==> config.mk <==
export PLATFORM = sky130hd
export DESIGN_NAME = ps2_mouse_packet_tracker_unit
export DESIGN_NICKNAME = d
export VERILOG_FILES = /design/src/rtl/ps2mpt_pkg.sv /design/src/rtl/ps2mpt_cfg.sv /design/src/rtl/ps2mpt_clamp.sv /design/src/rtl/ps2_mouse_packet_tracker_unit.sv
export SDC_FILE = /design/constraint.sdc
export NUM_CORES = 1
export LEC_CHECK = 0
export ABC_AREA = 0
export BUFFER_PORTS_ARGS = -buffer_cell sky130_fd_sc_hd__buf_2
export CAP_MARGIN = 40
export CORE_UTILIZATION = 45
export DETAILED_ROUTE_END_ITERATION = 10
export HOLD_SLACK_MARGIN = 0.08
export PLACE_DENSITY = 0.68
export SYNTH_ARGS = -nofsm -noshare
export SYNTH_HDL_FRONTEND = slang
export SYNTH_SLANG_ARGS = --single-unit
==> constraint.sdc <==
create_clock -name clk_i -period 7.8 [get_ports clk_i]
set_input_delay 2.34 -clock clk_i [delete_from_list [all_inputs] [get_ports clk_i]]
set_output_delay 2.34 -clock clk_i [all_outputs]
set_load 0.02 [all_outputs]
==> src/rtl/ps2mpt_pkg.sv <==
`timescale 1ns / 1ps
`default_nettype none
// ----------------------------------------------------------------------------
// PS/2 mouse packet tracker package
// Shared widths, register indexes, reset values and the configuration type.
// ----------------------------------------------------------------------------
package ps2mpt_pkg;

  // Width of cursor positions and clamp bounds.
  localparam int unsigned CoordW = 12;
  localparam int unsigned LenW   = 3;
  localparam int unsigned IdxW   = 2;
  localparam int unsigned AddrW  = 5;
  localparam int unsigned DataW  = 32;

  // Register indexes (byte address is 4 * index).
  localparam logic [2:0] REG_PACKET_LEN = 3'd0;
  localparam logic [2:0] REG_X_LOW      = 3'd1;
  localparam logic [2:0] REG_X_HIGH     = 3'd2;
  localparam logic [2:0] REG_Y_LOW      = 3'd3;
  localparam logic [2:0] REG_Y_HIGH     = 3'd4;

  localparam logic [LenW-1:0]   RST_PACKET_LEN = LenW'(3);
  localparam logic [CoordW-1:0] RST_X_LOW      = CoordW'(14);
  localparam logic [CoordW-1:0] RST_X_HIGH     = CoordW'(629);
  localparam logic [CoordW-1:0] RST_Y_LOW      = CoordW'(14);
  localparam logic [CoordW-1:0] RST_Y_HIGH     = CoordW'(469);
  localparam logic [CoordW-1:0] RST_POS        = CoordW'(50);

  // Byte position within a packet.
  localparam logic [IdxW-1:0] IDX_BUTTONS = 2'd0;
  localparam logic [IdxW-1:0] IDX_DX      = 2'd1;
  localparam logic [IdxW-1:0] IDX_DY      = 2'd2;
  localparam logic [IdxW-1:0] IDX_WHEEL   = 2'd3;

  typedef struct packed {
    logic [LenW-1:0]   packet_len;
    logic [CoordW-1:0] x_low;
    logic [CoordW-1:0] x_high;
    logic [CoordW-1:0] y_low;
    logic [CoordW-1:0] y_high;
  } cfg_t;

endpackage : ps2mpt_pkg
`default_nettype wire

==> src/rtl/ps2mpt_cfg.sv <==
`timescale 1ns / 1ps
`default_nettype none
// ----------------------------------------------------------------------------
// PS/2 mouse packet tracker configuration registers
// APB-style register file holding the packet length and the clamp bounds.
// ----------------------------------------------------------------------------
module ps2mpt_cfg
  import ps2mpt_pkg::*;
(
  input  wire logic             clk_i,
  input  wire logic             rst_ni,
  input  wire logic             psel,
  input  wire logic             penable,
  input  wire logic             pwrite,
  input  wire logic [AddrW-1:0] paddr,
  input  wire logic [DataW-1:0] pwdata,
  output logic      [DataW-1:0] prdata,
  output logic                  pready,
  output cfg_t                  cfg_o
);

  cfg_t       cfg_q, cfg_d;
  logic       wr_en;
  logic [2:0] reg_idx;

  assign pready  = 1'b1;
  assign reg_idx = paddr[4:2];
  assign wr_en   = psel && penable && pwrite;

  always_comb begin
    cfg_d = cfg_q;
    if (wr_en) begin
      unique case (reg_idx)
        REG_PACKET_LEN: cfg_d.packet_len = pwdata[LenW-1:0];
        REG_X_LOW:      cfg_d.x_low      = pwdata[CoordW-1:0];
        REG_X_HIGH:     cfg_d.x_high     = pwdata[CoordW-1:0];
        REG_Y_LOW:      cfg_d.y_low      = pwdata[CoordW-1:0];
        REG_Y_HIGH:     cfg_d.y_high     = pwdata[CoordW-1:0];
        default:        cfg_d = cfg_q;
      endcase
    end
  end

  always_comb begin
    unique case (reg_idx)
      REG_PACKET_LEN: prdata = DataW'(cfg_q.packet_len);
      REG_X_LOW:      prdata = DataW'(cfg_q.x_low);
      REG_X_HIGH:     prdata = DataW'(cfg_q.x_high);
      REG_Y_LOW:      prdata = DataW'(cfg_q.y_low);
      REG_Y_HIGH:     prdata = DataW'(cfg_q.y_high);
      default:        prdata = '0;
    endcase
  end

  always_ff @(posedge clk_i or negedge rst_ni) begin
    if (!rst_ni) begin
      cfg_q.packet_len <= RST_PACKET_LEN;
      cfg_q.x_low      <= RST_X_LOW;
      cfg_q.x_high     <= RST_X_HIGH;
      cfg_q.y_low      <= RST_Y_LOW;
      cfg_q.y_high     <= RST_Y_HIGH;
    end else begin
      cfg_q <= cfg_d;
    end
  end

  assign cfg_o = cfg_q;

endmodule : ps2mpt_cfg
`default_nettype wire

==> src/rtl/ps2mpt_clamp.sv <==
`timescale 1ns / 1ps
`default_nettype none
// ----------------------------------------------------------------------------
// PS/2 mouse packet tracker axis update
// Applies a signed byte movement to one coordinate and clamps it to bounds.
// ----------------------------------------------------------------------------
module ps2mpt_clamp
  import ps2mpt_pkg::*;
(
  input  wire logic [CoordW-1:0] pos_i,
  input  wire logic [7:0]        delta_i,
  input  wire logic              sub_i,
  input  wire logic [CoordW-1:0] low_i,
  input  wire logic [CoordW-1:0] high_i,
  output logic      [CoordW-1:0] pos_o
);

  localparam int unsigned SumW = CoordW + 2;

  logic signed [SumW-1:0] delta_ext;
  logic signed [SumW-1:0] sum;
  logic signed [SumW-1:0] low_ext;
  logic signed [SumW-1:0] high_ext;
  logic signed [SumW-1:0] lifted;
  logic signed [SumW-1:0] clamped;

  assign delta_ext = SumW'(signed'(delta_i));
  assign low_ext   = signed'({2'b00, low_i});
  assign high_ext  = signed'({2'b00, high_i});
  assign sum       = sub_i ? (signed'({2'b00, pos_i}) - delta_ext)
                           : (signed'({2'b00, pos_i}) + delta_ext);

  // The upper bound is applied last, so it wins when the bounds cross.
  assign lifted  = (sum < low_ext) ? low_ext : sum;
  assign clamped = (lifted > high_ext) ? high_ext : lifted;
  assign pos_o   = clamped[CoordW-1:0];

endmodule : ps2mpt_clamp
`default_nettype wire

==> src/rtl/ps2_mouse_packet_tracker_unit.sv <==
`timescale 1ns / 1ps
`default_nettype none
// ----------------------------------------------------------------------------
// PS/2 mouse packet tracker
// Groups raw mouse bytes into 3- or 4-byte packets and tracks a clamped
// cursor position, giving one beat of buttons and position per packet.
// ----------------------------------------------------------------------------
//
//   Channel   Direction  Handshake                 Beat contents
//   rx        in         in_valid_i / in_ready_o   rx_byte_i
//   cursor    out        out_valid_o / out_ready_i buttons, cursor_x/y
//   config    in         APB psel/penable/pready   five registers
//
// A byte is taken into an input register and then folded into the packet
// state; a completing byte loads the result register, so a result reaches the
// output through the input register and then the result register.
// One byte can be accepted in every cycle. The only stall is a completing
// byte facing a full result register that is not being drained; in_ready_o
// then drops until out_ready_i frees it.
// Reset clears the byte index and both handshakes, loads the register
// defaults and puts the cursor at (50, 50). Packet bytes have no reset.
// ----------------------------------------------------------------------------
module ps2_mouse_packet_tracker_unit
  import ps2mpt_pkg::*;
(
  input  wire logic              clk_i,
  input  wire logic              rst_ni,
  // Raw byte channel.
  input  wire logic              in_valid_i,
  output logic                   in_ready_o,
  input  wire logic [7:0]        rx_byte_i,
  // Packet result channel.
  output logic                   out_valid_o,
  input  wire logic              out_ready_i,
  output logic                   left_button_o,
  output logic                   right_button_o,
  output logic      [CoordW-1:0] cursor_x_o,
  output logic      [CoordW-1:0] cursor_y_o,
  // Configuration port.
  input  wire logic              psel,
  input  wire logic              penable,
  input  wire logic              pwrite,
  input  wire logic [AddrW-1:0]  paddr,
  input  wire logic [DataW-1:0]  pwdata,
  output logic      [DataW-1:0]  prdata,
  output logic                   pready
);

  cfg_t cfg;

  ps2mpt_cfg u_cfg (
    .clk_i   (clk_i),
    .rst_ni  (rst_ni),
    .psel    (psel),
    .penable (penable),
    .pwrite  (pwrite),
    .paddr   (paddr),
    .pwdata  (pwdata),
    .prdata  (prdata),
    .pready  (pready),
    .cfg_o   (cfg)
  );

  // Input register.
  logic       s1_valid_q, s1_valid_d;
  logic [7:0] s1_byte_q;
  logic       in_fire;

  // Packet state.
  logic [IdxW-1:0]   idx_q, idx_d;
  logic [7:0]        bytes_q [3];
  logic [CoordW-1:0] pos_x_q, pos_y_q;

  // Result register.
  logic              out_valid_q, out_valid_d;
  logic              left_q, right_q;
  logic [CoordW-1:0] cur_x_q, cur_y_q;

  logic              len4;
  logic              s1_done;
  logic              s1_adv;
  logic [7:0]        eff_b0, eff_b1, eff_b2;
  logic [CoordW-1:0] new_x, new_y;

  // Lengths of four and above act as four, everything else as three.
  assign len4 = (cfg.packet_len >= LenW'(4));

  // A byte at or past the last index of the current length closes the packet,
  // which also covers the length being lowered in the middle of a packet.
  assign s1_done = len4 ? (idx_q == IDX_WHEEL) : (idx_q >= IDX_DY);

  // The byte being processed overrides its slot when it lands in one.
  assign eff_b0 = (idx_q == IDX_BUTTONS) ? s1_byte_q : bytes_q[0];
  assign eff_b1 = (idx_q == IDX_DX)      ? s1_byte_q : bytes_q[1];
  assign eff_b2 = (idx_q == IDX_DY)      ? s1_byte_q : bytes_q[2];

  ps2mpt_clamp u_clamp_x (
    .pos_i   (pos_x_q),
    .delta_i (eff_b1),
    .sub_i   (1'b0),
    .low_i   (cfg.x_low),
    .high_i  (cfg.x_high),
    .pos_o   (new_x)
  );

  // Y grows downward on screen, so mouse Y motion is subtracted.
  ps2mpt_clamp u_clamp_y (
    .pos_i   (pos_y_q),
    .delta_i (eff_b2),
    .sub_i   (1'b1),
    .low_i   (cfg.y_low),
    .high_i  (cfg.y_high),
    .pos_o   (new_y)
  );

  // The held byte moves on unless it would produce a result into a full,
  // stalled result register.
  assign s1_adv     = s1_valid_q && (!s1_done || !out_valid_q || out_ready_i);
  assign in_ready_o = !s1_valid_q || s1_adv;
  assign in_fire    = in_valid_i && in_ready_o;

  always_comb begin
    s1_valid_d = s1_valid_q;
    if (in_fire) begin
      s1_valid_d = 1'b1;
    end else if (s1_adv) begin
      s1_valid_d = 1'b0;
    end
  end

  always_comb begin
    idx_d = idx_q;
    if (s1_adv) begin
      idx_d = s1_done ? IDX_BUTTONS : idx_q + IdxW'(1);
    end
  end

  always_comb begin
    out_valid_d = out_valid_q;
    if (s1_adv && s1_done) begin
      out_valid_d = 1'b1;
    end else if (out_ready_i) begin
      out_valid_d = 1'b0;
    end
  end

  always_ff @(posedge clk_i or negedge rst_ni) begin
    if (!rst_ni) begin
      s1_valid_q  <= 1'b0;
      out_valid_q <= 1'b0;
      idx_q       <= IDX_BUTTONS;
      pos_x_q     <= RST_POS;
      pos_y_q     <= RST_POS;
    end else begin
      s1_valid_q  <= s1_valid_d;
      out_valid_q <= out_valid_d;
      idx_q       <= idx_d;
      if (s1_adv && s1_done) begin
        pos_x_q <= new_x;
        pos_y_q <= new_y;
      end
    end
  end

  // Payload registers without reset.
  always_ff @(posedge clk_i) begin
    if (in_fire) begin
      s1_byte_q <= rx_byte_i;
    end
    for (int k = 0; k < 3; k++) begin
      if (s1_adv && (idx_q == IdxW'(k))) begin
        bytes_q[k] <= s1_byte_q;
      end
    end
    if (s1_adv && s1_done) begin
      left_q  <= eff_b0[0];
      right_q <= eff_b0[1];
      cur_x_q <= new_x;
      cur_y_q <= new_y;
    end
  end

  assign out_valid_o    = out_valid_q;
  assign left_button_o  = left_q;
  assign right_button_o = right_q;
  assign cursor_x_o     = cur_x_q;
  assign cursor_y_o     = cur_y_q;

endmodule : ps2_mouse_packet_tracker_unit
`default_nettype wire
==> flow_summary.ini <==
[sta]
fin_crit_sh = 0.941
drv_slew = 0
tightest_slew_ns = 0.893
fmax_ghz = 0.136
setup_viol = 0
skew_ns = 0.0135
tns_ns = 0
hold_violations = 0
setup_slack_ns = 0.457
finalCriticalPeriod_ns = 7.34
rsz0062_at_grt = false
finalHoldWorstSlack_ns = 0.426
slew_headroom = 0.404

[setup_path]
critPathMaxStageDelay_ns = 0.54
crit_slowest_cell = mux2i_1
cp_max_fo = 15
cp.required_ns = 8.12
rrSetupSlack_ns = 0.46
critPathKind = register to register
endpoint_kind = register
startpoint_type = register
path_delay_family = adder cells
worst-path-buf-inv = 3
cp.arrival_ns = 7.67
cpMostUsedCell = ha_1

[run]
cap_violations = 0

[route]
drt-wirelength-per-cell_um = 17.0
vias = 5959
drt_iter0_markers = 268
dr.pass1.iters = 8
drt-vias-per-instance = 5.42
antenna_left = 0
finalWirelength_mm = 18.7
drcViolationCount = 16

[clock_tree]
cts_buffers = 17
cts_max_level = 4
clk_latency_ns = 0.44
cts_tree = built
clockBufferDepth = 2
clock-sinks = 131
path_clk_slew_ns = 0.06
cts_root_buf = clkbuf_16

[place]
place_hpwl_mm = 14.2
place_congestion = 0.897
dp_worst_setup_slack_ns = 0.488
portBuffers = 69

[yosys]
synth_cell_types = 66
ys_seq_area_frac = 0.425
synth_edf_count = 52
avgSynthCellArea_sq_um = 10.7
ys_async_sr_fraction = 0.603
synth_flop_cell = dfrtp_1
synth_warnings = 0
synth_cells = 784
netlist_area_sq_um = 8400
ys_seq_elements = 131

[layout]
area_delta_synth_final_pct = 14.3
fin_nets = 987
num_antenna_cells = 0
drive_gt1_frac = 0.285
nFillCells = 1602

[die]
die_h_um = 139
ios = 113
die_area_sq_um = 19200
start_util = 0.463
rows = 49
die_width_um = 139
placeableCoreArea_sq_um = 18100

[hold_path]
worst_hold_path_type = register to register

[grt]
antenna_found_initial = 0
grt_util_all_layers = 0.202
first_global_vias = 5622
grt_first_pass_wirelength_mm = 29.8
grt_max_degree = 68
overflow = 0

[run_status]
outcome = finished with violations
violations = design-rule violations
==> Yosys cell counts (all sizes together), types with 12 or more instances <==
cell type / instances / area share
nand3: 12 / 0.0072
edfxtp: 52 / 0.19
mux2: 93 / 0.13
inv: 67 / 0.030
nor2: 37 / 0.017
dfrtp: 53 / 0.16
nand2: 56 / 0.025
buf: 32 / 0.026
mux2i: 29 / 0.035
dfstp: 26 / 0.081
o21ai: 42 / 0.025
xnor2: 17 / 0.018
ha: 75 / 0.11
a21oi: 29 / 0.017
o22ai: 14 / 0.010
clkbuf: 18 / 0.0080
==> through the flow <==
step	utilization	cells	cell area, sq um
floorplan	-	803	8470
global route	0.529	1100	9600
global placement	0.493	1066	8940
detailed placement	0.494	1067	8970
CTS	0.526	1099	9550
finish	0.529	1100	9600
==> logic make-up after synthesis <==
kind of cell | Yosys count | share of synthesized area
simple gates | 157 | 0.0888
compound gates | 156 | 0.122
flops | 131 | 0.425
mux | 122 | 0.161
buf+inv | 118 | 0.0642
fa+ha+maj | 77 | 0.117
xor+xnor | 21 | 0.0219
other cells | 2 | 0.000894
==> worst reg2reg max path, stage by stage (launching register included) <==
cell and delay [ns]:
dfrtp_1 0.48, inv_1 0.14, ha_1 0.30, mux2i_1 0.55, inv_1 0.31, ha_1 0.48
and2_1 0.20, o211ai_1 0.20, a21oi_1 0.26, nor2_1 0.08, ha_1 0.32, nand4_1 0.09
or3_1 0.40, a21oi_1 0.17, nor4_1 0.08, ha_2 0.54, mux2_2 0.39, ha_1 0.29
a211oi_1 0.33, o21ai_0 0.14, o211ai_1 0.14, o311ai_0 0.22, a211oi_2 0.24, buf_4 0.24
mux2_2 0.39, mux2_2 0.27
==> final cells by class <==
| type | instances | area, sq um | share of cell area |
|---|---|---|---|
| Clock inverter | 13 | 114 | 0.0119 |
| Sequential cell | 131 | 3570 | 0.372 |
| Clock buffer | 19 | 464 | 0.0484 |
| Timing Repair Buffer | 85 | 488 | 0.0508 |
| Multi-Input combinational cell | 555 | 4420 | 0.461 |
| Tap cell | 229 | 287 | 0.0298 |
| Inverter | 68 | 255 | 0.0266 |
==> metal layers <==
layer	wire, um	vias to the layer above	GRT usage
met1	8700	2847	0.263
li1	-	2956	-
met3	618	33	0.0366
met5	0	-	0
met2	8940	123	0.332
met4	451	0	0.0813
==> cell usage in the layout (no fill, tap or decap), types with 5 or more instances in the layout <==
cell type   n
mux2_2     88
ha_1       73
buf_2      68
inv_1      67
nand2_1    56
dfrtp_1    53
edfxtp_1   52
o21ai_0    42
nor2_1     37
a21oi_1    29
mux2i_1    29
dfstp_2    26
conb_1     21
clkbuf_16  18
xnor2_1    17
buf_4      16
o22ai_1    14
nand3_1    12
a21o_1     11
a22oi_1    11
nand2b_1    9
nor3_1      8
o211ai_1    6
a211oi_1    6
inv_6       6
o21a_1      5
and3_1      5
nand4_1     5
==> worst paths after layout <==
check / start / endpoint / cells after the start
hold / removal: bytes_q[0][0] / left_button_o / 0
setup / recovery: idx_q[1] / pos_x_q[2] / 25
setup reg to reg: idx_q[1] / pos_x_q[2] / 25
min in group asynchronous: rst_ni / pos_y_q[3] / 1
hold reg to reg: bytes_q[0][0] / left_button_o / 0
max in group asynchronous: rst_ni / u_cfg.cfg_o[24] / 2
==> timing repair <==
action / in CTS / in global routing
gates resized for setup: 0 / 7
hold buffers: 0 / 0
buffers inserted: 0 / 0
setup endpoints to repair: 0 / 35
==> flip-flops by register name, indices dropped and copies added, names as in the netlist, 2 cells and up <==
| name | cells |
|---|---|
| s1_byte_q | 8 |
| u_cfg.cfg_o | 51 |
| pos_x_q | 12 |
| cursor_x_o | 12 |
| pos_y_q | 12 |
| bytes_q | 18 |
| cursor_y_o | 12 |
| idx_q | 2 |
Power is left out: the tool's default activity adds up to more than one toggle a clock period on the data nets, which glitch-free logic cannot reach.
